**src/ccd_pkg.sv**
```systemverilog
// Shared constants, types and helper functions for the current deposit unit.
`timescale 1ns / 1ps
package ccd_pkg;

  // Grid and field geometry
  localparam int GRID_CELLS = 1024;
  localparam int ADDR_W     = $clog2(GRID_CELLS);
  localparam int N_W        = ADDR_W + 1;
  localparam int ACC_W      = 48;
  localparam int WORD_W     = 32;
  localparam int FRAC_W     = 16;
  localparam int IDX_W      = 10;
  localparam int CIU_W      = 11;
  localparam int OP_W       = 2;
  localparam int ST_W       = 2;
  localparam int CFG_IDX_W  = 2;
  localparam int MEM_W      = 2 * ACC_W;

  // Operation codes
  localparam logic [OP_W-1:0] OP_CLEAR   = OP_W'(0);
  localparam logic [OP_W-1:0] OP_DEPOSIT = OP_W'(1);
  localparam logic [OP_W-1:0] OP_READ    = OP_W'(2);

  // Status codes
  localparam logic [ST_W-1:0] ST_OK        = ST_W'(0);
  localparam logic [ST_W-1:0] ST_OFF_GRID  = ST_W'(1);
  localparam logic [ST_W-1:0] ST_BAD_INDEX = ST_W'(2);
  localparam logic [ST_W-1:0] ST_SAT       = ST_W'(3);

  // Configuration register indexes
  localparam logic [CFG_IDX_W-1:0] REG_INV_SPACING = CFG_IDX_W'(0);
  localparam logic [CFG_IDX_W-1:0] REG_ION_CHARGE  = CFG_IDX_W'(1);
  localparam logic [CFG_IDX_W-1:0] REG_ELEC_CHARGE = CFG_IDX_W'(2);
  localparam logic [CFG_IDX_W-1:0] REG_CELLS       = CFG_IDX_W'(3);

  // Configuration reset values
  localparam logic [WORD_W-1:0] RST_INV_SPACING = 32'h0001_0000;
  localparam logic [WORD_W-1:0] RST_ION_CHARGE  = 32'h0001_0000;
  localparam logic [WORD_W-1:0] RST_ELEC_CHARGE = 32'hFFFF_0000;
  localparam logic [CIU_W-1:0]  RST_CELLS       = CIU_W'(1024);

  // Load strobes for one share unit
  typedef struct packed {
    logic load_qv;
    logic load_hi;
    logic load_lo;
  } share_ctl_t;

  // Saturating accumulator sum
  typedef struct packed {
    logic             sat;
    logic [ACC_W-1:0] val;
  } acc_sum_t;

  // Scaled read result
  typedef struct packed {
    logic              sat;
    logic [WORD_W-1:0] val;
  } scale_res_t;

  // Add two accumulator values, clamp to the signed accumulator range
  function automatic acc_sum_t sat_add(input logic [ACC_W-1:0] a, input logic [ACC_W-1:0] b);
    logic [ACC_W:0] s;
    acc_sum_t       r;
    s = {a[ACC_W-1], a} + {b[ACC_W-1], b};
    if (s[ACC_W] != s[ACC_W-1]) begin
      r.sat = 1'b1;
      r.val = s[ACC_W] ? {1'b1, {(ACC_W-1){1'b0}}} : {1'b0, {(ACC_W-1){1'b1}}};
    end else begin
      r.sat = 1'b0;
      r.val = s[ACC_W-1:0];
    end
    return r;
  endfunction

  // Clamp the programmed cell count to the supported range
  function automatic logic [N_W-1:0] active_cells(input logic [CIU_W-1:0] c);
    logic [N_W-1:0] n;
    if (c < CIU_W'(2)) begin
      n = N_W'(2);
    end else if (int'(c) > GRID_CELLS) begin
      n = N_W'(GRID_CELLS);
    end else begin
      n = N_W'(c);
    end
    return n;
  endfunction

endpackage

```
**src/ccd_share.sv**
```systemverilog
// Charge-weighted velocity and its split between two neighboring cells.
`timescale 1ns / 1ps
module ccd_share
  import ccd_pkg::*;
(
  input  logic                     clk,
  input  share_ctl_t               ctl,
  input  logic signed [WORD_W-1:0] charge,
  input  logic signed [WORD_W-1:0] vel,
  input  logic [FRAC_W-1:0]        frac,
  output logic [ACC_W-1:0]         hi_share,
  output logic [ACC_W-1:0]         lo_share
);

  logic signed [2*WORD_W-1:0]      qv_full;
  logic signed [ACC_W+FRAC_W:0]    hi_full;
  logic signed [ACC_W-1:0]         qv_r;
  logic signed [ACC_W-1:0]         hi_r;
  logic signed [ACC_W-1:0]         lo_r;

  // Q32.32 product, floor to Q32.16 by dropping low bits
  assign qv_full = charge * vel;
  // Share of the upper cell: qv * f, floor by 2^16
  assign hi_full = qv_r * $signed({1'b0, frac});

  // Advance through the three product stages
  always_ff @(posedge clk) begin
    if (ctl.load_qv) begin
      qv_r <= qv_full[2*WORD_W-1:FRAC_W];
    end
    if (ctl.load_hi) begin
      hi_r <= hi_full[ACC_W+FRAC_W-1:FRAC_W];
    end
    if (ctl.load_lo) begin
      lo_r <= qv_r - hi_r;
    end
  end

  assign hi_share = hi_r;
  assign lo_share = lo_r;

endmodule

```
**config.mk**
```make
export PLATFORM = sky130hd
export DESIGN_NAME = ccd_share
export DESIGN_NICKNAME = d
export VERILOG_FILES = /design/src/ccd_pkg.sv /design/src/ccd_share.sv
export SDC_FILE = /design/constraint.sdc
export NUM_CORES = 2
export LEC_CHECK = 0
export ABC_AREA = 1
export BUFFER_PORTS_ARGS = -buffer_cell sky130_fd_sc_hd__buf_2
export CAP_MARGIN = 20
export CORE_ASPECT_RATIO = 0.6
export CORE_MARGIN = 2
export CORE_UTILIZATION = 30
export CTS_CLUSTER_DIAMETER = 60
export DETAILED_ROUTE_END_ITERATION = 6
export PLACE_DENSITY = 0.5
export SYNTH_ARGS = -nofsm -noshare
export SYNTH_HDL_FRONTEND = slang
export SYNTH_SLANG_ARGS = --single-unit
```
**constraint.sdc**
```tcl
create_clock -name clk -period 8 [get_ports clk]
set_input_delay 0 -clock clk [delete_from_list [all_inputs] [get_ports clk]]
set_output_delay 0 -clock clk [all_outputs]
set_load 0.02 [all_outputs]
```
## Word level (Yosys, flattened, before mapping)

Cells that the tools add are included.

| storage, ports and cells | value |
|---|---|
| register bits | 144 |
| bits of input ports | 84 |
| output and inout port bits | 96 |
| logic and storage cells | 6 |

| cells by class | value |
|---|---|
| add/sub/neg operators | 1 |
| multiply operators | 2 |

Operators by type and width:

| kind | count |
|---|---|
| $mul 32x32->64 | 1 |
| $mul 48x17->64 | 1 |
| $sub 48x48->48 | 1 |

## Longest topological paths before layout

| depth | value |
|---|---|
| depth in word-level cells | 1 |
| depth in mapped cells | 32 |
| mapped depth without buffers | 31 |

## Least setup slack after synthesis

OpenSTA, ideal clock, no wires.

| path | value |
|---|---|
| path kind | in2reg |
| from | in charge[31] |
| to | reg qv_r[34], data pin |
| library setup time | 252 ps |
| arrival time | 6568 ps |
| data required time | 7748 ps |
| path slack | 1180 ps |
| stages on the path | 26 |
| path buffers | 1 |
| cells stage by stage | clkbuf_1 -> nand2_1 -> inv_1 -> fa_1 -> inv_1 -> fa_1 -> fa_1 -> inv_1 -> fa_1 -> inv_1 -> fa_1 -> inv_1 -> fa_1 -> fa_1 -> inv_1 -> fa_1 -> inv_1 -> ha_1 -> nand2_1 -> nor2_1 -> inv_1 -> nor2_1 -> and3_1 -> nand4_1 -> nand3_1 -> nand2_1 |

| on the way | value |
|---|---|
| word-level cells in the longest chain between the ends | 1 |

RTL lines:

| element | line | source |
|---|---|---|
| from (decl) | ccd_share.sv:8 | `input logic signed [WORD_W-1:0] charge,` |
| $mul 32x32->64 | ccd_share.sv:22 | `assign qv_full = charge * vel;` |
| via qv_full[50] | ccd_share.sv:15 | `logic signed [2*WORD_W-1:0] qv_full;` |
| to (signal assigned) | ccd_share.sv:29 | `qv_r <= qv_full[2*WORD_W-1:FRAC_W];` |
| to (decl) | ccd_share.sv:17 | `logic signed [ACC_W-1:0] qv_r;` |

The timed path passes the listed nets, and every way through them passes these cells.
A chain may end at the register's enable or synchronous reset.

## Final worst setup path

| path | value |
|---|---|
| from | in charge[31] |
| to | reg qv_r[30], data pin |

Same word-level chain as after synthesis.

==> flow_summary_export.csv <==
group,metric,value,unit
die,fp.dieW,643,um
clock_network,cts.sinks,144,
route,drc,0,
yosys,yosysUniqueCellTypes,35,
die,start_util,30.2,%
worst_setup_path,cp-start-kind,"primary input",
worst_setup_path,max_stage_delay,0.81,ns
finish,drive_gt1_share,4.76,%
yosys,synth_edf_count,144,
die,die_y,388,um
sta,fin_worst_skew,0.0195,ns
yosys,synth_area,0.0736,sq mm
worst_setup_path,cp.required,8.28,ns
place,port_buffers,179,
route,via_per_inst,4.63,
finish,syn_to_final_growth,8.18,%
place,dp_cells,12800,
sta,relSlewSlack,25.5,%
grt,antenna_found_initial,14,
clock_network,cts_resized,0,
sta,setup_ws,0.577,ns
grt,grt.total_usage,22.6,%
yosys,yosysTopAreaCell,"fa_1",
sta,tightest_slew,1.12,ns
yosys,avgSynthCellArea,7.69,sq um
worst_setup_path,critPathKind,"in -> reg",
finish,instances_no_fill,12900,
clock_network,postCtsSetupBuffers,0,
grt,grt_max_degree,49,
yosys,yosysTopAreaCellShare,48.6,%
clock_network,cts_buffers,17,
clock_network,cts_tree,"yes",
yosys,ys.flop_type,"edfxtp_1",
worst_setup_path,cp-end-kind,"flip-flop",
worst_setup_path,crit_chain,"buf_2, nand2_1, fa_1, fa_1, buf_4, fa_1, fa_1, fa_1, fa_1, fa_1, fa_1, inv_1, ha_1, nand2_1, nor2_1, inv_1, nor2_1, nand2_1, inv_1, nand3_1, nand4_1, nand2_1",
route,wirelength,276000,um
sta,grt_setup_unrepaired,"no",
sta,finalHoldViolCount,0,
place,dpl.hpwl,242000,um
worst_setup_path,crit_top_cell,"fa_1",
yosys,yosysSeqAreaShare,5.88,%
sta,fin_crit,7.42,ns
place,place.gp.congestion,1.01,
yosys,synth_nets,11800,
worst_setup_path,cpMaxStageDelayCell,"fa_1",
run_status,outcome,"completed",
route,dr.pass1.iters,6,
clock_network,cts_hold_buf,0,
hold_path,hold_class,"in -> reg",
clock_network,htree_num_levels,4,
yosys,synthCells,9567,
clock_network,clockBufferDepth,2,
die,coreArea,0.243,sq mm
die,ios,180,
sta,period_share,92.8,%
grt,grt_pass1_vias,63000,
finish,final_nets,11800,
route,vias,59700,
yosys,yosys_warnings,0,
worst_setup_path,cp.arrival,7.71,ns
grt,grt_pass1_wl,420000,um
route,wl_per_cell,21.4,um
clock_network,insertion_delay,0.53,ns
sta,tns,0,ns
yosys,ys_async_sr_fraction,0,%
worst_setup_path,critPathMaxFanout,21,
route,drtAntennaViolNets,0,
die,die_area,0.249,sq mm
grt,grt-ovfl-total,0,
sta,fmax,0.135,GHz
die,rows,140,
clock_network,root_buffer,"clkbuf_16",
yosys,ys_seq_elements,144,
place,place_ws,0.153,ns
flow_run,drv_cap,0,
clock_network,clk_pin_slew,0.08,ns
sta,drv_slew,0,
route,first_iter_violations,5979,
yosys,yosys-top-cells-area,"fa_1, inv_1, nand2_1, ha_1, edfxtp_1",
sta,setup_viol,0,
==> state kept, by name, indices dropped and copies added (netlist names) <==
name,flops
hi_share,48
lo_share,48
qv_r,48
==> layout make-up <==
type                       instances  area, sq um
timing repair buffer             376         2670
fill                           25900       164000
inverter                        3028        11400
multi-input combinational       6028        56500
tap                             3266         4090
clock buffer                      17          425
antenna                            2         5.00
sequential                       144         4320
clock inverter                    15          211
==> synth_stat cells (27+ instances only) <==
cell      number
edfxtp_1     144
nor3_1        27
inv_1       3021
clkbuf_1     358
xor2_1        67
nand3_1      152
nand4_1       41
nor2_1       378
fa_1        1788
ha_1         371
o21ai_0      137
nand2_1     2709
a21oi_1      235
==> layout by cell type, fill, tap and decap left out, types with 137 or more instances in the layout <==
cell type	n
buf_2	178
ha_1	371
edfxtp_1	144
nor2_1	378
nand2_1	2709
o21ai_0	137
inv_1	3021
nand3_1	152
a21oi_1	235
buf_4	176
fa_1	1788
==> per-stage QoR <==
step                      instance area [sq um]  util (%)  hold WS [ns]
final                                     79600      32.7         0.148
after global routing                      79600      32.7         0.180
after CTS                                 79600      32.7         0.141
after detailed placement                  78900      32.4         0.446
after global placement                    78900      32.4         0.445
after floorplan                           73600         -         0.112
==> worst paths after layout <==
path | cells past startpoint | start | slack, ns | end
setup / recovery | 22 | charge[31] | 0.58 | qv_r[30]
hold / removal | 2 | ctl[2] | 0.15 | qv_r[2]
setup reg to reg | 22 | qv_r[15] | 0.67 | hi_share[47]
hold reg to reg | 2 | hi_share[0] | 0.70 | lo_share[0]
==> logic make-up after synthesis <==
kind of cell | share of synthesized area, %
AO/OA/AOI/OAI | 3.07
XOR/XNOR | 1.00
adder cells (fa/ha/maj) | 54.9
buffers and inverters | 17.3
flip-flops | 5.88
AND/OR/NAND/NOR | 17.8
==> critical path, delay by kind of cell <==
| family | cells | cell delay (ns) |
|---|---|---|
| adders and majority gates | 9 | 4.91 |
| and+or+nand+nor | 8 | 1.77 |
| buffers and inverters | 5 | 0.97 |
==> per-layer routing <==
metal  GRT usage [%]  vias up  wire length (um)
met5               0        -                71
met4            3.58       10              4600
met3            4.58      171             25500
met2            30.1     2354            103000
met1            37.1    30400            142000
li1                -    26700                 -
Power is left out: the tool's default activity adds up to more than one toggle a clock period on the data nets, which glitch-free logic cannot reach.
