==> config.mk <==
export PLATFORM = sky130hd
export DESIGN_NAME = ccd_scale
export DESIGN_NICKNAME = d
export VERILOG_FILES = /design/src/ccd_pkg.sv /design/src/ccd_scale.sv
export SDC_FILE = /design/constraint.sdc
export NUM_CORES = 2
export LEC_CHECK = 0
export ABC_AREA = 0
export BUFFER_PORTS_ARGS = -buffer_cell sky130_fd_sc_hd__buf_2
export CAP_MARGIN = 15
export CORE_MARGIN = 3
export CORE_UTILIZATION = 67
export DETAILED_ROUTE_END_ITERATION = 12
export GPL_TIMING_DRIVEN = 0
export PLACE_DENSITY_LB_ADDON = 0.3
export SLEW_MARGIN = 5
export SYNTH_ARGS = -nofsm -noshare
export SYNTH_HDL_FRONTEND = slang
export SYNTH_SLANG_ARGS = --single-unit
export TNS_END_PERCENT = 10
==> constraint.sdc <==
create_clock -name clk -period 13.1 [get_ports clk]
set_input_delay 1.965 -clock clk [delete_from_list [all_inputs] [get_ports clk]]
set_output_delay 1.965 -clock clk [all_outputs]
set_load 0.05 [all_outputs]
==> src/ccd_pkg.sv <==
// Shared constants, types and helper functions for the current deposit unit.
`timescale 1ns / 1ps
package ccd_pkg;

  // Grid and field geometry
  localparam int GRID_CELLS = 1024;
  localparam int ADDR_W     = $clog2(GRID_CELLS);
  localparam int N_W        = ADDR_W + 1;
  localparam int ACC_W      = 48;
  localparam int WORD_W     = 32;
  localparam int FRAC_W     = 16;
  localparam int IDX_W      = 10;
  localparam int CIU_W      = 11;
  localparam int OP_W       = 2;
  localparam int ST_W       = 2;
  localparam int CFG_IDX_W  = 2;
  localparam int MEM_W      = 2 * ACC_W;

  // Operation codes
  localparam logic [OP_W-1:0] OP_CLEAR   = OP_W'(0);
  localparam logic [OP_W-1:0] OP_DEPOSIT = OP_W'(1);
  localparam logic [OP_W-1:0] OP_READ    = OP_W'(2);

  // Status codes
  localparam logic [ST_W-1:0] ST_OK        = ST_W'(0);
  localparam logic [ST_W-1:0] ST_OFF_GRID  = ST_W'(1);
  localparam logic [ST_W-1:0] ST_BAD_INDEX = ST_W'(2);
  localparam logic [ST_W-1:0] ST_SAT       = ST_W'(3);

  // Configuration register indexes
  localparam logic [CFG_IDX_W-1:0] REG_INV_SPACING = CFG_IDX_W'(0);
  localparam logic [CFG_IDX_W-1:0] REG_ION_CHARGE  = CFG_IDX_W'(1);
  localparam logic [CFG_IDX_W-1:0] REG_ELEC_CHARGE = CFG_IDX_W'(2);
  localparam logic [CFG_IDX_W-1:0] REG_CELLS       = CFG_IDX_W'(3);

  // Configuration reset values
  localparam logic [WORD_W-1:0] RST_INV_SPACING = 32'h0001_0000;
  localparam logic [WORD_W-1:0] RST_ION_CHARGE  = 32'h0001_0000;
  localparam logic [WORD_W-1:0] RST_ELEC_CHARGE = 32'hFFFF_0000;
  localparam logic [CIU_W-1:0]  RST_CELLS       = CIU_W'(1024);

  // Load strobes for one share unit
  typedef struct packed {
    logic load_qv;
    logic load_hi;
    logic load_lo;
  } share_ctl_t;

  // Saturating accumulator sum
  typedef struct packed {
    logic             sat;
    logic [ACC_W-1:0] val;
  } acc_sum_t;

  // Scaled read result
  typedef struct packed {
    logic              sat;
    logic [WORD_W-1:0] val;
  } scale_res_t;

  // Add two accumulator values, clamp to the signed accumulator range
  function automatic acc_sum_t sat_add(input logic [ACC_W-1:0] a, input logic [ACC_W-1:0] b);
    logic [ACC_W:0] s;
    acc_sum_t       r;
    s = {a[ACC_W-1], a} + {b[ACC_W-1], b};
    if (s[ACC_W] != s[ACC_W-1]) begin
      r.sat = 1'b1;
      r.val = s[ACC_W] ? {1'b1, {(ACC_W-1){1'b0}}} : {1'b0, {(ACC_W-1){1'b1}}};
    end else begin
      r.sat = 1'b0;
      r.val = s[ACC_W-1:0];
    end
    return r;
  endfunction

  // Clamp the programmed cell count to the supported range
  function automatic logic [N_W-1:0] active_cells(input logic [CIU_W-1:0] c);
    logic [N_W-1:0] n;
    if (c < CIU_W'(2)) begin
      n = N_W'(2);
    end else if (int'(c) > GRID_CELLS) begin
      n = N_W'(GRID_CELLS);
    end else begin
      n = N_W'(c);
    end
    return n;
  endfunction

endpackage

==> src/ccd_scale.sv <==
// Scales a cell sum by the inverse spacing and saturates it to 32 bits.
`timescale 1ns / 1ps
module ccd_scale
  import ccd_pkg::*;
(
  input  logic              clk,
  input  logic              en,
  input  logic [ACC_W:0]    val,
  input  logic [WORD_W-1:0] inv,
  output scale_res_t        res
);

  localparam int LO_W = 24;
  localparam int HI_W = ACC_W + 1 - LO_W;
  localparam int R_W  = WORD_W + 9;

  logic [ACC_W:0]           mag;
  logic                     neg_r;
  logic [HI_W+WORD_W-1:0]   p_hi_r;
  logic [LO_W+WORD_W-1:0]   p_lo_r;
  logic                     over;
  logic [R_W-1:0]           sum;
  logic [R_W-1:0]           lim;
  logic [WORD_W-1:0]        mag_o;

  // Magnitude of the sum
  assign mag = val[ACC_W] ? (~val + 1'b1) : val;

  // Register the split partial products
  always_ff @(posedge clk) begin
    if (en) begin
      neg_r  <= val[ACC_W];
      p_hi_r <= mag[ACC_W:LO_W] * inv;
      p_lo_r <= mag[LO_W-1:0] * inv;
    end
  end

  // Combine, clamp to the signed range and restore the sign
  always_comb begin
    over  = |p_hi_r[HI_W+WORD_W-1:WORD_W-1];
    sum   = R_W'({p_hi_r[WORD_W-2:0], 8'h00}) + R_W'(p_lo_r[LO_W+WORD_W-1:FRAC_W]);
    lim   = neg_r ? R_W'(32'h8000_0000) : R_W'(32'h7FFF_FFFF);
    res.sat = 1'b0;
    if (over || (sum > lim)) begin
      res.sat = 1'b1;
      mag_o   = lim[WORD_W-1:0];
    end else begin
      mag_o   = sum[WORD_W-1:0];
    end
    res.val = neg_r ? (~mag_o + 1'b1) : mag_o;
  end

endmodule

# Word level (Yosys, flattened, before mapping)
# Index checks and enable logic that the tools add are counted.
# totals
register_bits	114
latchBits	0
ramBits	0
mem_bits_ro	0
output_inout_bits	33
word_cells	18
memories	0
# classes
addsub	3
mul	2
div	0
n_lt_le_gt_ge	1
n_eq_ne	0
shift	0
muxes	5
bitwise	2
reduce_logical	2
# op_table
operator	n
two-way mux 32 bit	3
multiplier 25 x 32 -> 57 bit	1
multiplier 24 x 32 -> 56 bit	1
adder 49 x 1 -> 49 bit (second input constant)	1
two-way mux 49 bit	1
inverter 49 bit	1
adder 39 x 40 -> 41 bit	1
greater-than comparator 41 x 32 -> 1 bit	1
adder 32 x 1 -> 32 bit (second input constant)	1
inverter 32 bit	1
OR reduction 26 bit	1
logical OR 1 bit	1
two-way mux 1 bit	1

# Logic depth before layout (Yosys ltp)
# depth
ltp_word	7
depth_mapped	38
depth_no_buf	35

# Worst setup path after synthesis
# No wires, ideal clock.
# synth_path
path_kind	input to register
startpoint	input val[2]
endpoint	register p_hi_r[53], data pin
arrival_time_ns	11.795
required_ns	12.841
path_slack_ns	1.046
path_stages	37
path_buffers	2
path_cell_list	or2_1 -> nor3_2 -> nand3_1 -> or4_1 -> or3_1 -> or4_4 -> or4_4 -> or3_4 -> o31ai_1 -> xnor2_1 -> clkbuf_1 -> nand2_1 -> fa_1 -> inv_1 -> fa_1 -> inv_1 -> fa_1 -> inv_1 -> fa_1 -> fa_1 -> fa_1 -> inv_1 -> fa_1 -> inv_1 -> ha_1 -> clkbuf_1 -> and3_1 -> a221o_1 -> o41ai_1 -> o22ai_1 -> o31ai_1 -> a211oi_1 -> a41o_1 -> o21ai_0 -> o211ai_1 -> a21o_1 -> xor2_1
# synth_between
elab_chain_cells	4
# synth_lines
item	line_no	source
start, declared	ccd_scale.sv:8	input logic [ACC_W:0] val,
inverter 49 bit	ccd_scale.sv:27	assign mag = val[ACC_W] ? (~val + 1'b1) : val;
adder 49 x 1 -> 49 bit	ccd_scale.sv:27	
two-way mux 49 bit	ccd_scale.sv:27	
multiplier 25 x 32 -> 57 bit	ccd_scale.sv:33	p_hi_r <= mag[ACC_W:LO_W] * inv;
end signal, assigned	ccd_scale.sv:33	
end, declared	ccd_scale.sv:19	logic [HI_W+WORD_W-1:0] p_hi_r;
# No other way between the ends.
# A chain may end at the register's enable or synchronous reset.

# Final worst setup path
# layout_path
startpoint	input val[48]
endpoint	register p_lo_r[54], data pin
# layout_between
elab_chain_cells	2
# layout_lines
item	line_no	source
two-way mux 49 bit	ccd_scale.sv:27	
multiplier 24 x 32 -> 56 bit	ccd_scale.sv:34	p_lo_r <= mag[LO_W-1:0] * inv;
end signal, assigned	ccd_scale.sv:34	
end, declared	ccd_scale.sv:20	logic [LO_W+WORD_W-1:0] p_lo_r;
# No other way between the ends.

==> reports/results.ini <==
[sta]
slew_viol_final=0
fin_ws_ns=-0.0505
rsz0062_at_grt=yes
worst_pin_slew_ns=1.39
max_freq_mhz=76.0
final_hold_viol_count=0
finalCritPeriodShare=1.00
max_slew_margin=0.0634
fin_crit_ns=13.15
setup_violations=2

[die]
die_x_um=297
die_h_um=297
rows=105
core_sq_um=82900
start_util=0.683
boundaryPins=116
fp.dieArea_sq_um=88000

[setup_path]
slowest_delay_ns=0.85
path_delay_family=adder cells
cp_max_fo=10
crit_path_end_kind=flop
crit_buf_inv=7
crit_slowest_cell=clkbuf_1
startpoint_type=primary input
crit_type=primary input to flop
crit_arrival_ns=13.24
crit_required_ns=13.19
cpMostUsedCell=fa_1

[detailed_routing]
avgRoutedWirePerCell_um=26.6
drt-vias-per-instance=6.23
drtAntennaViolNets=0
drc=0
drt_iter0_drc=5600
vias=47300
first_pass_iters=12
wirelength_um=202000

[logic_synthesis]
synth.top_cells.by_area=fa_1 48%, inv_1 9.7%, ha_1 9.6%
synth_edf_count=98
synth-async-reset-ratio=0
syn-cell-area_sq_um=56600
synth_top_area_share=0.476
synthFlopType=edfxtp_1
synthDistinctLibCells=77
ys_ff_latch=98
synth_top_cell_by_area=fa_1
synth_nets=8187
netlist_instances=6324
ys_seq_area_frac=0.0520
postSynthAreaPerCell_sq_um=8.95
synth_warnings=0

[global_routing]
grt_start_max_net_pins=74
grt_overflow_total=0
grt_antenna_before_repair=41
grt_pass1_vias=47200
grt_pass1_wl_um=295000
grtUsageTotal=0.470

[layout]
fillers=6493
layout_commonest_cell=inv_1
design_area_sq_um=59300
syn_to_final_growth_pct=4.80
final_cell_mix=1455 x inv_1, 1345 x fa_1, 955 x nand2_1, 435 x ha_1, 407 x and2_1
drive_above_1_share=0.0329
nets=8306

[placed_design]
hpwl_um=167000
globalplace.congestion=1.07
portBuffers=93
place_area_sq_um=58500

[clock_tree]
cts_buffers=9
clockBufferDepth=2
cts_num_sinks=98
cts_max_level=3
cts_hold_buf=0
clkTransAtPathRegs_ns=0.08
cts_tree=built
root_buffer=clkbuf_16

[job]
cap_viol_max_count=0

[outcome]
violations=setup timing
status=finished, violations left

[worst_hold_path]
hold_class=primary input to flop

synthesized netlist by cell type (16+ instances only):
cell / instances
inv_1: 1455
fa_1: 1345
nand2_1: 955
ha_1: 435
and2_1: 407
clkbuf_1: 334
nor2b_1: 276
a21oi_1: 136
xnor2_1: 113
o21ai_0: 111
edfxtp_1: 98
nor2_1: 88
a21o_1: 69
xor2_1: 47
nand2b_1: 45
nand3_1: 43
nor3_1: 33
a211oi_1: 31
nand4_1: 21
and3_1: 20
a31oi_1: 19
nor4_1: 18
o31ai_1: 17
or4_1: 16
cell families after synthesis:
logic type               synth area share
AND/OR/NAND/NOR                     0.173
buffers and inverters               0.120
adder cells (fa/ha/maj)             0.572
AO/OA/AOI/OAI                      0.0565
XOR/XNOR                           0.0248
flip-flops                         0.0520
multiplexers                      0.00184
final cells by class:
| cell class | count | area (sq um) | area share |
|---|---|---|---|
| Tap cell | 1123 | 1410 | 0.0237 |
| Buffer | 342 | 1340 | 0.0226 |
| Clock buffer | 9 | 225 | 0.00380 |
| Sequential cell | 98 | 2940 | 0.0496 |
| Multi-Input combinational cell | 4426 | 47100 | 0.794 |
| Timing Repair Buffer | 110 | 688 | 0.0116 |
| Inverter | 1456 | 5470 | 0.0922 |
| Clock inverter | 7 | 61.3 | 0.00103 |
| Antenna cell | 34 | 85.1 | 0.00143 |
metal layers:
metal,up-vias,wire (um),global-route usage
met5,-,190,0
met4,28,18100,0.335
met3,952,32200,0.199
met2,3580,84900,0.670
met1,23700,67000,0.578
li1,19100,-,-
registers in the layout, indices dropped and copies added, names as in the netlist:
register,cells
neg_r,1
p_lo_r,40
p_hi_r,57
worst paths after layout:
check	depth (start not counted)	to	start	slack, ns
max	29	p_lo_r[54]	val[48]	-0.05
min	1	p_lo_r[19]	en	2.05
per-stage QoR:
stage               instances  setup TNS, ns   util  hold WS (ns)  setup WS (ns)
finish                   7605        -0.0675  0.715          2.05        -0.0505
global route             7576        -0.0771  0.714          2.02        -0.0372
CTS                      7562              0  0.711          2.01         0.0250
detailed placement       7546         -10.48  0.706          2.39          -1.18
global placement         7540         -13.56  0.705          2.39          -1.49
floorplan                6324              0      -          2.06           1.05
timing repair:
action / CTS / global route
pin swaps: 0 / 5
setup endpoints to repair: 10 / 23
gates resized for setup: 25 / 64
buffers inserted: 0 / 5
Power is not shown: default switching activity piles up to over one toggle a cycle in this logic, so the estimate is an artifact.
