==> config.mk <==
export PLATFORM = sky130hd
export DESIGN_NAME = ccd_ram
export DESIGN_NICKNAME = d
export VERILOG_FILES = /design/src/ccd_ram.sv
export SDC_FILE = /design/constraint.sdc
export NUM_CORES = 1
export LEC_CHECK = 0
export ABC_AREA = 1
export BUFFER_PORTS_ARGS = -buffer_cell sky130_fd_sc_hd__clkbuf_2
export CAP_MARGIN = 20
export CORE_ASPECT_RATIO = 1.75
export CORE_MARGIN = 4
export CORE_UTILIZATION = 45
export CTS_CLUSTER_SIZE = 30
export DETAILED_ROUTE_END_ITERATION = 12
export PLACE_DENSITY = 0.68
export SYNTH_ARGS = -nofsm -noshare
export SYNTH_HDL_FRONTEND = slang
export SYNTH_SLANG_ARGS = --single-unit
==> constraint.sdc <==
create_clock -name clk -period 1.8 [get_ports clk]
set_input_delay 0.45 -clock clk [delete_from_list [all_inputs] [get_ports clk]]
set_output_delay 0.45 -clock clk [all_outputs]
set_load 0.01 [all_outputs]
==> src/ccd_ram.sv <==
// Generic single-write, single-read RAM with registered read data.
`timescale 1ns / 1ps
module ccd_ram #(
  parameter int WIDTH = 8,
  parameter int DEPTH = 16
) (
  input  logic                     clk,
  input  logic                     we,
  input  logic [$clog2(DEPTH)-1:0] waddr,
  input  logic [WIDTH-1:0]         wdata,
  input  logic [$clog2(DEPTH)-1:0] raddr,
  output logic [WIDTH-1:0]         rdata
);

  logic [WIDTH-1:0] mem [DEPTH];
  logic [WIDTH-1:0] rdata_r;

  // Write port
  always_ff @(posedge clk) begin
    if (we) begin
      mem[waddr] <= wdata;
    end
  end

  // Registered read port
  always_ff @(posedge clk) begin
    rdata_r <= mem[raddr];
  end

  assign rdata = rdata_r;

endmodule

Word level (Yosys, flattened, before mapping) --
Memories as Yosys holds them, arrays and structs flattened. A register that Yosys moved wholly into a read port is not among the register bits. Index checks and enable logic that the tools add are counted.
Storage, ports and cells: bits in registers 0, bits in writable memories 128, output and inout port bits 8, memories kept 1
Memory list:
- mem | words 16, bits a word 8, rd ports 1, clocked after memory_dff 1, write ports 1, RTL line 15 | logic [WIDTH-1:0] mem [DEPTH];
Operators by class: muxes and demuxes 2
Operators with widths (count):
- $mux W1 | 2

Longest topological paths before layout --
Gate-level depths: netlist of the first run.
word-level depth 2, mapped depth 8

Worst setup path before layout of the first run --
OpenSTA, ideal clock, no wires.
path type input to register, start input port waddr[2], end memory mem[10][0], enable pin, library setup time 370 ps, arrival time 1031 ps, data required time 1430 ps, setup slack 399 ps, cell stages on the path 2, cell sequence nand3b_1 > nor2_1
RTL lines:
- start, declared | RTL line 9 | input logic [$clog2(DEPTH)-1:0] waddr,
- end, declared | RTL line 15
Straight into the memory's write port.

Worst setup path after layout of the first run --
start register rdata_r[2] (netlist: rdata[2]), read port of mem, end output port rdata[2]
RTL lines:
- start, declared | RTL line 16 | logic [WIDTH-1:0] rdata_r;
- end, declared | RTL line 12 | output logic [WIDTH-1:0] rdata
No word-level cell between the ends.

==> results.json, run 1 <==
{
  "drc": 0,
  "clockBufferDepth": 2,
  "postCtsSetupBuffers": 0,
  "dr.first_iter.drc_count": 236,
  "synthToLayoutAreaGrowth_pct": 17.5,
  "hold_path_class": "input port to register",
  "synth_fp_nets": 569,
  "die_x_um": 93.6,
  "io_pins": 26,
  "row_count": 54,
  "multi_input_area_sq_mm": 0.00121,
  "critical-path-slowest-cell": "dfxtp_1",
  "p_clk_share_pct": 46.9,
  "yosys_register_bits": 136,
  "cts_sinks": 136,
  "final.setup.worst_slack_ns": 0.424,
  "synth_seq_area_share_pct": 69.4,
  "powerDensity_mw_per_mm2": 1110,
  "p_comb_share_pct": 5.8,
  "htree_levels": 4,
  "avgViaCountPerCell": 4.98,
  "rrSetupSlack_ns": 0.83,
  "drv_cap": 0,
  "power.switching_mw": 1.54,
  "yosysWarnings": 0,
  "p_leak_nw": 2.96,
  "die-area_sq_mm": 0.0148,
  "cp_max_fo": 1,
  "antenna_cells": 0,
  "cts-resized-gates": 0,
  "nFillCells": 1041,
  "path_cells": "clkbuf_2",
  "grt_max_degree": 65,
  "wl_per_cell_um": 15.9,
  "ant_nets": 0,
  "clock.fmax_ghz": 0.727,
  "grt_pass1_wl_mm": 19.0,
  "overflow": 0,
  "start_kind": "register",
  "worstSetupPathType": "register to output port",
  "hold_viol": 0,
  "status": "completed",
  "syn_area_sq_mm": 0.00577,
  "dpl_worst_slack_ns": 0.320,
  "startpoint": "rdata[2]",
  "cpPeakStageDelay_ns": 0.37,
  "io_buffer_count": 25,
  "synth_cell_types": 12,
  "crit_end": "rdata[2]",
  "coreArea_sq_mm": 0.0125,
  "relSlewSlack_pct": 74.5,
  "tightest_slew_ns": 0.383,
  "antenna_found_initial": 0,
  "fp.dieH_um": 158,
  "cts-hold-fix-buffers": 0,
  "layout_worst_path_cycle_share_pct": 76.4,
  "grt_pass1_vias": 3735,
  "drive_gt1_share_pct": 13.0,
  "crit_required_ns": 1.35,
  "cts_tree": "yes",
  "setup_tns_ns": 0,
  "drv_slew": 0,
  "gp_congestion": 0.895,
  "critPathTopFamily": "flip-flops",
  "cts.root.buffer_cell": "clkbuf_16",
  "netlist_instances": 551,
  "routed_wl_mm": 12.3,
  "r2r-start": "mem[5][1]",
  "start_util_pct": 46.1,
  "vias": 3861,
  "grt_use_total_pct": 17.6,
  "dr.pass1.iters": 5,
  "end_kind": "output port",
  "regArea_sq_mm": 0.00400,
  "path_depth": 1,
  "intPower_mw": 5.98,
  "cts_buffers": 17,
  "setup_viol": 0,
  "syn_area_per_cell_sq_um": 10.5,
  "fin_crit_ns": 1.38,
  "pwr-share-seq_pct": 47.4,
  "worstRegToRegCells": 6,
  "rsz0062_at_grt": "false",
  "peakVddDrop_uv": 829,
  "nets": 613,
  "switching_share_pct": 20.5,
  "finClkSkew_ns": 0.00871,
  "clk_latency_ns": 0.41,
  "cp_data_arrival_time_ns": 0.93,
  "dpl.hpwl_mm": 8.08,
  "critPathBufInv": 1,
  "r2r-end": "rdata[1]",
  "clkSlewWorstSetupHoldPaths_ns": 0.06
}
[cells by family after synthesis]
logic type | after synthesis | synth area share (%)
flip-flops | 136 | 69.4
AND/OR/NAND/NOR | 289 | 21.0
buffers and inverters | 126 | 9.52
[layout make-up]
type                            instances  share of cell area, %
Timing Repair Buffer                   49                   5.24
Clock inverter                         13                   2.64
Inverter                              102                   5.65
Tap cell                              168                   3.10
Multi-Input combinational cell        289                   17.9
Clock buffer                           19                   6.39
Sequential cell                       136                   59.1
[cells in the mapped netlist, drive strengths merged]
cell,number,area [sq um]
nor2,17,63.8
nand2,173,649
nand3b,2,15.0
inv,102,383
nand3,97,485
edfxtp,128,3840
buf,24,166
dfxtp,8,160
[power by group through the flow]
| stage | clock (mW) | sequential, mW | combinational [mW] |
|---|---|---|---|
| 2_1_floorplan | 0 | 3.63 | 0.250 |
| 3_3_place_gp | 0 | 3.63 | 0.424 |
| 3_5_place_dp | 0 | 3.63 | 0.433 |
| 4_1_cts | 3.58 | 3.56 | 0.437 |
| 5_1_grt | 3.74 | 3.57 | 0.481 |
| 6_report | 3.53 | 3.56 | 0.436 |
[sequential cells by signal, summed over array words and instances, names as in the netlist]
register,count
mem,128
rdata,8
[how the worst min path moves through the flow]
| stage | cells after the start | slack (ns) | end | from |
|---|---|---|---|---|
| 2_1_floorplan | 0 | 0.55 | mem[0][0] | wdata[0] |
| 5_1_grt | 3 | 0.43 | rdata[5] | raddr[3] |
| 4_1_cts | 3 | 0.42 | rdata[5] | raddr[3] |
| 3_3_place_gp | 6 | 0.65 | rdata[6] | mem[10][6] |
| 6_report | 3 | 0.44 | rdata[5] | raddr[3] |
| 3_5_place_dp | 6 | 0.65 | rdata[6] | mem[10][6] |
[metal layers]
layer  part of all wire [%]  vias to the layer above  global-route usage [%]
li1                       -                     1863                       -
met1                     37                     1848                    18.1
met2                     56                      122                    33.0
met3                    4.3                       28                    3.90
met4                    3.1                        0                    8.82
met5                      0                        -                       0
[through the flow]
stage	total power [mW]	cell area, sq um	hold slack (ns)	std cells	util [%]
after floorplan	3.88	5770	0.549	551	-
after CTS	7.58	6780	0.416	776	54.2
after global placement	4.05	6170	0.646	744	49.3
after global routing	7.79	6780	0.430	776	54.2
after detailed placement	4.06	6170	0.649	744	49.3
final	7.53	6780	0.442	776	54.2
[cell usage in the layout, fill, tap and decap left out]
master	count
buf_12	4
nand2_1	173
nor2_1	17
clkinv_4	3
clkinv_2	2
clkbuf_2	25
nand3b_1	2
inv_2	2
dfxtp_1	8
clkbuf_1	2
clkinvlp_4	2
edfxtp_1	128
buf_4	20
clkbuf_16	17
bufinv_16	4
nand3_1	97
clkinv_1	2
inv_1	100
Power figures use the tool's default switching activity.
==> run 2, diff against run 1 <==
--- a/config.mk
+++ b/config.mk
@@ -5,7 +5,7 @@
 export SDC_FILE = /design/constraint.sdc
 export NUM_CORES = 1
 export LEC_CHECK = 0
-export ABC_AREA = 1
+export ABC_AREA = 0
 export BUFFER_PORTS_ARGS = -buffer_cell sky130_fd_sc_hd__clkbuf_2
 export CAP_MARGIN = 20
 export CORE_ASPECT_RATIO = 1.75
@@ -13,7 +13,7 @@
 export CORE_UTILIZATION = 45
 export CTS_CLUSTER_SIZE = 30
 export DETAILED_ROUTE_END_ITERATION = 12
-export PLACE_DENSITY = 0.68
+export PLACE_DENSITY = 0.69
 export SYNTH_ARGS = -nofsm -noshare
 export SYNTH_HDL_FRONTEND = slang
 export SYNTH_SLANG_ARGS = --single-unit
==> constraint.sdc (replaced) <==
create_clock -name clk -period 1.4 [get_ports clk]
set_input_delay 0.35 -clock clk [delete_from_list [all_inputs] [get_ports clk]]
set_output_delay 0.35 -clock clk [all_outputs]
set_load 0.01 [all_outputs]
==> results.json, run 2 <==
{
  "cp_max_fo": 1,
  "synthToLayoutAreaGrowth_pct": 21.4,
  "synth_top_area_share_pct": 74.7,
  "setup_tns_ns": 0,
  "cp_data_arrival_time_ns": 1.63,
  "rrSetupSlack_ns": 0.06,
  "tightest_slew_ns": 0.784,
  "top_layer": "met4",
  "end_kind": "register",
  "p_leak_nw": 2.14,
  "worstSetupPathType": "register to register",
  "dr_wl_met3_um": 405,
  "htree_levels": 4,
  "grt_max_degree": 21,
  "dr.pass1.iters": 4,
  "finClkSkew_ns": 0.00505,
  "p_total_mw": 9.56,
  "powerDensity_mw_per_mm2": 1530,
  "drive_gt1_share_pct": 40.6,
  "cts_sinks": 136,
  "row_count": 51,
  "antenna_cells": 0,
  "grt_pass1_vias": 2671,
  "gp_congestion": 0.752,
  "start_util_pct": 46.1,
  "drc": 0,
  "nets": 313,
  "cts_tree": "yes",
  "dpl.hpwl_mm": 6.70,
  "clk_latency_ns": 0.41,
  "start_kind": "register",
  "synth_cell_types": 19,
  "regArea_sq_mm": 0.00400,
  "hold_viol": 0,
  "ant_nets": 0,
  "cts_buffers": 17,
  "overflow": 0,
  "fin_crit_ns": 1.34,
  "yosysMostFrequentCell": "edfxtp_1",
  "setup_viol": 0,
  "routed_wl_mm": 9.70,
  "die-area_sq_mm": 0.0133,
  "yosys_register_bits": 136,
  "crit_required_ns": 1.69,
  "finalInstanceArea_sq_mm": 0.00625,
  "largest_register_ffs": 128,
  "clockBufferDepth": 2,
  "final_common_cell": "edfxtp_1",
  "synthTopCellsByCount": "edfxtp_1 (128), mux4_2 (18), a22oi_1 (16)",
  "synth_seq_area_share_pct": 77.8,
  "synth-async-reset-ratio_pct": 0,
  "wl_met2_mm": 5.62,
  "wl_met1_mm": 3.53,
  "netlist_top_cells_area": "edfxtp_1 (75%), mux4_2 (7.9%), mux4_1 (7.1%)",
  "hold_depth": 1,
  "clock.fmax_ghz": 0.747,
  "whs_ns": 0.360,
  "vias": 2438,
  "wl_per_cell_um": 22.0,
  "layout_worst_path_cycle_share_pct": 95.7,
  "rsz0062_at_grt": "false",
  "largest_register": "mem",
  "grt_use_total_pct": 16.3,
  "dr.first_iter.drc_count": 210,
  "synth_edf_count": 128,
  "nFillCells": 806,
  "clkSlewWorstSetupHoldPaths_ns": 0.06,
  "hold_path_end": "mem[3][5]",
  "synth_fp_nets": 247,
  "min-delay-start": "wdata[5]",
  "avgViaCountPerCell": 5.54,
  "r2r-start": "mem[3][7]",
  "die_x_um": 88.9,
  "drv_cap": 0,
  "drv_slew": 0,
  "antenna_found_initial": 0,
  "syn_area_sq_mm": 0.00515,
  "peakVddDrop_uv": 1150,
  "r2r-end": "rdata[7]",
  "cts-hold-fix-buffers": 0,
  "synth_top_cell_by_area": "edfxtp_1",
  "io_buffer_count": 25,
  "grt_pass1_wl_mm": 15.0,
  "multi_input_area_sq_mm": 0.00106,
  "fp.dieH_um": 149,
  "netlist_instances": 229,
  "yosysWarnings": 0,
  "relSlewSlack_pct": 47.6,
  "worstRegToRegCells": 3,
  "coreArea_sq_mm": 0.0112,
  "hold_path_class": "input port to register",
  "ys.flop_type": "edfxtp_1",
  "io_pins": 26,
  "status": "completed",
  "placed_area_sq_mm": 0.00564,
  "syn_area_per_cell_sq_um": 22.5,
  "utilization_pct": 56.0,
  "cts.root.buffer_cell": "clkbuf_16",
  "final_cell_mix": "edfxtp_1 (128), mux4_2 (29), buf_4 (28), clkbuf_2 (25), clkbuf_16 (17)"
}
==> run 2: through the flow <==
stage / setup WS [ns] / cells
floorplan: -0.0530 / 229
global placement: -0.337 / 408
detailed placement: -0.352 / 408
CTS: 0.0457 / 440
global route: 0.00387 / 440
finish: 0.0607 / 440
==> run 2: power breakdown <==
part | switching [mW] | internal [mW]
Clock | 1.57 | 2.94
Combinational | 0.256 | 0.211
Sequential | 0.0242 | 4.55
==> run 2: worst max-delay path by stage <==
stage               from         to  slack (ns)
2_1_floorplan   waddr[2]  mem[0][0]       -0.05
3_3_place_gp    raddr[0]   rdata[2]       -0.34
3_5_place_dp    raddr[0]   rdata[2]       -0.35
4_1_cts        mem[5][2]   rdata[2]        0.05
5_1_grt        mem[3][1]   rdata[1]       0.004
6_report       mem[3][7]   rdata[7]        0.06
==> run 2: kinds of logic after synthesis <==
| logic type | Yosys count | share of synthesized area, % |
|---|---|---|
| compound gates | 16 | 2.33 |
| buf+inv | 10 | 1.68 |
| flops | 136 | 77.8 |
| mux | 32 | 15.0 |
| simple gates | 35 | 3.18 |
==> run 2: area by class of cell <==
type                            count  area share (%)
Tap cell                          132            2.64
Clock buffer                       17            6.81
Sequential cell                   136            64.1
Clock inverter                     15            2.94
Timing Repair Buffer               57            6.65
Multi-Input combinational cell     83            16.9
==> run 2: what timing repair did <==
action | in CTS | in global routing
resized for setup | 0 | 1
endpoints found under the setup margin | 0 | 1
endpoints found under the hold margin | 0 | 0
buffers inserted | 0 | 0
==> run 2: per-layer routing <==
metal	GRT usage, %	vias to the layer above
met1	17.7	1271
met5	0	-
li1	-	1093
met3	5.12	9
met2	29.3	65
met4	5.60	0
==> run 2: critical path: stages (launching register included) <==
cell	delay, ns
edfxtp_1	0.36
mux4_2	0.48
a22oi_1	0.25
nand2_1	0.12
==> run 3, diff against run 2 <==
--- a/config.mk
+++ b/config.mk
@@ -14,6 +14,8 @@
 export CTS_CLUSTER_SIZE = 30
 export DETAILED_ROUTE_END_ITERATION = 12
 export PLACE_DENSITY = 0.69
+export REMOVE_ABC_BUFFERS = 1
+export SETUP_SLACK_MARGIN = 0.3
 export SYNTH_ARGS = -nofsm -noshare
 export SYNTH_HDL_FRONTEND = slang
 export SYNTH_SLANG_ARGS = --single-unit
==> results.json, run 3 (synthesized netlist as in run 2, its figures left out) <==
{
  "status": "completed",
  "startpoint": "mem[3][4]",
  "synthToLayoutAreaGrowth_pct": 24.5,
  "cts.root.buffer_cell": "clkbuf_16",
  "power.switching_mw": 1.85,
  "regArea_sq_mm": 0.00401,
  "r2r-end": "rdata[4]",
  "cts_buffers": 17,
  "intPower_mw": 7.61,
  "grt_max_degree": 17,
  "drv_cap": 0,
  "final_common_cell": "edfxtp_1",
  "clk_latency_ns": 0.40,
  "fin_crit_ns": 1.29,
  "gp_congestion": 0.770,
  "routed_wl_mm": 10.2,
  "final_cell_mix": "edfxtp_1 (128), mux4_2 (28), buf_4 (25), clkbuf_16 (18), clkbuf_2 (14)",
  "end_kind": "register",
  "p_leak_nw": 2.18,
  "crit_required_ns": 1.69,
  "largest_register_ffs": 128,
  "drive_gt1_share_pct": 44.4,
  "p_comb_share_pct": 5.8,
  "largest_register": "mem",
  "dpl.hpwl_mm": 6.56,
  "nFillCells": 780,
  "clockBufferDepth": 2,
  "start_kind": "register",
  "drc": 0,
  "cts-hold-fix-buffers": 0,
  "grt_pass1_vias": 2671,
  "postCtsSetupBuffers": 0,
  "switching_share_pct": 19.5,
  "fp.dieH_um": 149,
  "avgViaCountPerCell": 5.62,
  "cts_tree": "yes",
  "overflow": 0,
  "antenna_cells": 0,
  "worstSetupPathType": "register to register",
  "io_pins": 26,
  "dr.pass1.iters": 4,
  "ant_nets": 0,
  "die-area_sq_mm": 0.0133,
  "rrSetupSlack_ns": 0.11,
  "row_count": 51,
  "cp_data_arrival_time_ns": 1.57,
  "clock.fmax_ghz": 0.775,
  "finalNonFillerCells": 443,
  "antenna_found_initial": 0,
  "crit_end": "rdata[4]",
  "worstRegToRegCells": 3,
  "setup_viol": 0,
  "wl_per_cell_um": 23.0,
  "vias": 2491,
  "cp_max_fo": 1,
  "setup_tns_ns": 0,
  "pwr-share-seq_pct": 48.5,
  "coreArea_sq_mm": 0.0112,
  "nets": 316,
  "peakVddDrop_uv": 938,
  "finClkSkew_ns": 0.00404,
  "dr.first_iter.drc_count": 239,
  "multi_input_area_sq_mm": 0.00110,
  "hold_path_class": "input port to register",
  "start_util_pct": 46.1,
  "io_buffer_count": 25,
  "dpl_worst_slack_ns": -0.364,
  "grt_use_total_pct": 17.2,
  "r2r-start": "mem[3][4]",
  "final.setup.worst_slack_ns": 0.110,
  "die_x_um": 88.9,
  "dp_cells": 409,
  "relSlewSlack_pct": 37.1,
  "powerDensity_mw_per_mm2": 1470,
  "p_clk_share_pct": 45.7,
  "grt_pass1_wl_mm": 15.7,
  "drv_slew": 0,
  "htree_levels": 4,
  "whs_ns": 0.373,
  "tightest_slew_ns": 0.939,
  "rsz0062_at_grt": "true",
  "cts_sinks": 136,
  "layout_worst_path_cycle_share_pct": 92.1,
  "clkSlewWorstSetupHoldPaths_ns": 0.05,
  "hold_viol": 0
}
run 3: cell count changes in the layout (fill, tap and decap cells not counted), sizes merged:
cell | before | now
inv | 0 | 1
clkinv | 8 | 7
clkbuf | 42 | 33
buf | 32 | 45
bufinv | 4 | 3
run 3: layer usage:
layer	GRT usage, %	vias to the layer above	wire, um
li1	-	1109	-
met1	19.5	1302	3680
met2	30.5	73	5950
met3	4.41	7	453
met4	6.58	0	119
met5	0	-	0
run 3: cell type report:
| cell class | instances | share of cell area, % |
|---|---|---|
| Clock buffer | 18 | 6.70 |
| Clock inverter | 14 | 2.44 |
| Multi-Input combinational cell | 83 | 17.1 |
| Sequential cell | 136 | 62.6 |
| Tap cell | 132 | 2.58 |
| Timing Repair Buffer | 60 | 8.59 |
run 3: timing repair:
action / in CTS / in global routing
endpoints found under the hold margin: 0 / 0
pin swaps: 8 / 7
cloned: 2 / 0
resized for setup: 30 / 31
endpoints found under the setup margin: 53 / 67
run 3: worst min-delay path by stage:
stage | start | end | slack, ns | cells after the start
2_1_floorplan | wdata[0] | mem[0][0] | 0.45 | 0
3_3_place_gp | mem[15][7] | rdata[7] | 0.64 | 3
3_5_place_dp | mem[13][2] | rdata[2] | 0.66 | 3
4_1_cts | wdata[0] | mem[10][0] | 0.36 | 1
5_1_grt | wdata[5] | mem[1][5] | 0.39 | 1
6_report | wdata[1] | mem[10][1] | 0.37 | 1
run 3: power groups by stage:
| stage | sequential, mW | clock (mW) | combinational (mW) |
|---|---|---|---|
| 6_report | 4.59 | 4.32 | 0.547 |
| 5_1_grt | 4.59 | 4.60 | 0.589 |
| 4_1_cts | 4.58 | 4.37 | 0.524 |
| 3_5_place_dp | 4.66 | 0 | 0.452 |
| 3_3_place_gp | 4.66 | 0 | 0.438 |
| 2_1_floorplan | 4.67 | 0 | 0.182 |
run 3: critical path, stage by stage, from the launching register on:
cell and delay (ns):
edfxtp_1 0.39, mux4_2 0.51, a22oi_2 0.20, nand2_1 0.08
run 3: stage by stage:
step,utilization [%],total power [mW],area [sq um]
after floorplan,-,4.85,5060
after global placement,50.4,5.09,5620
after detailed placement,50.4,5.11,5620
after CTS,56.6,9.48,6320
after global routing,57.4,9.78,6410
final,57.4,9.45,6410
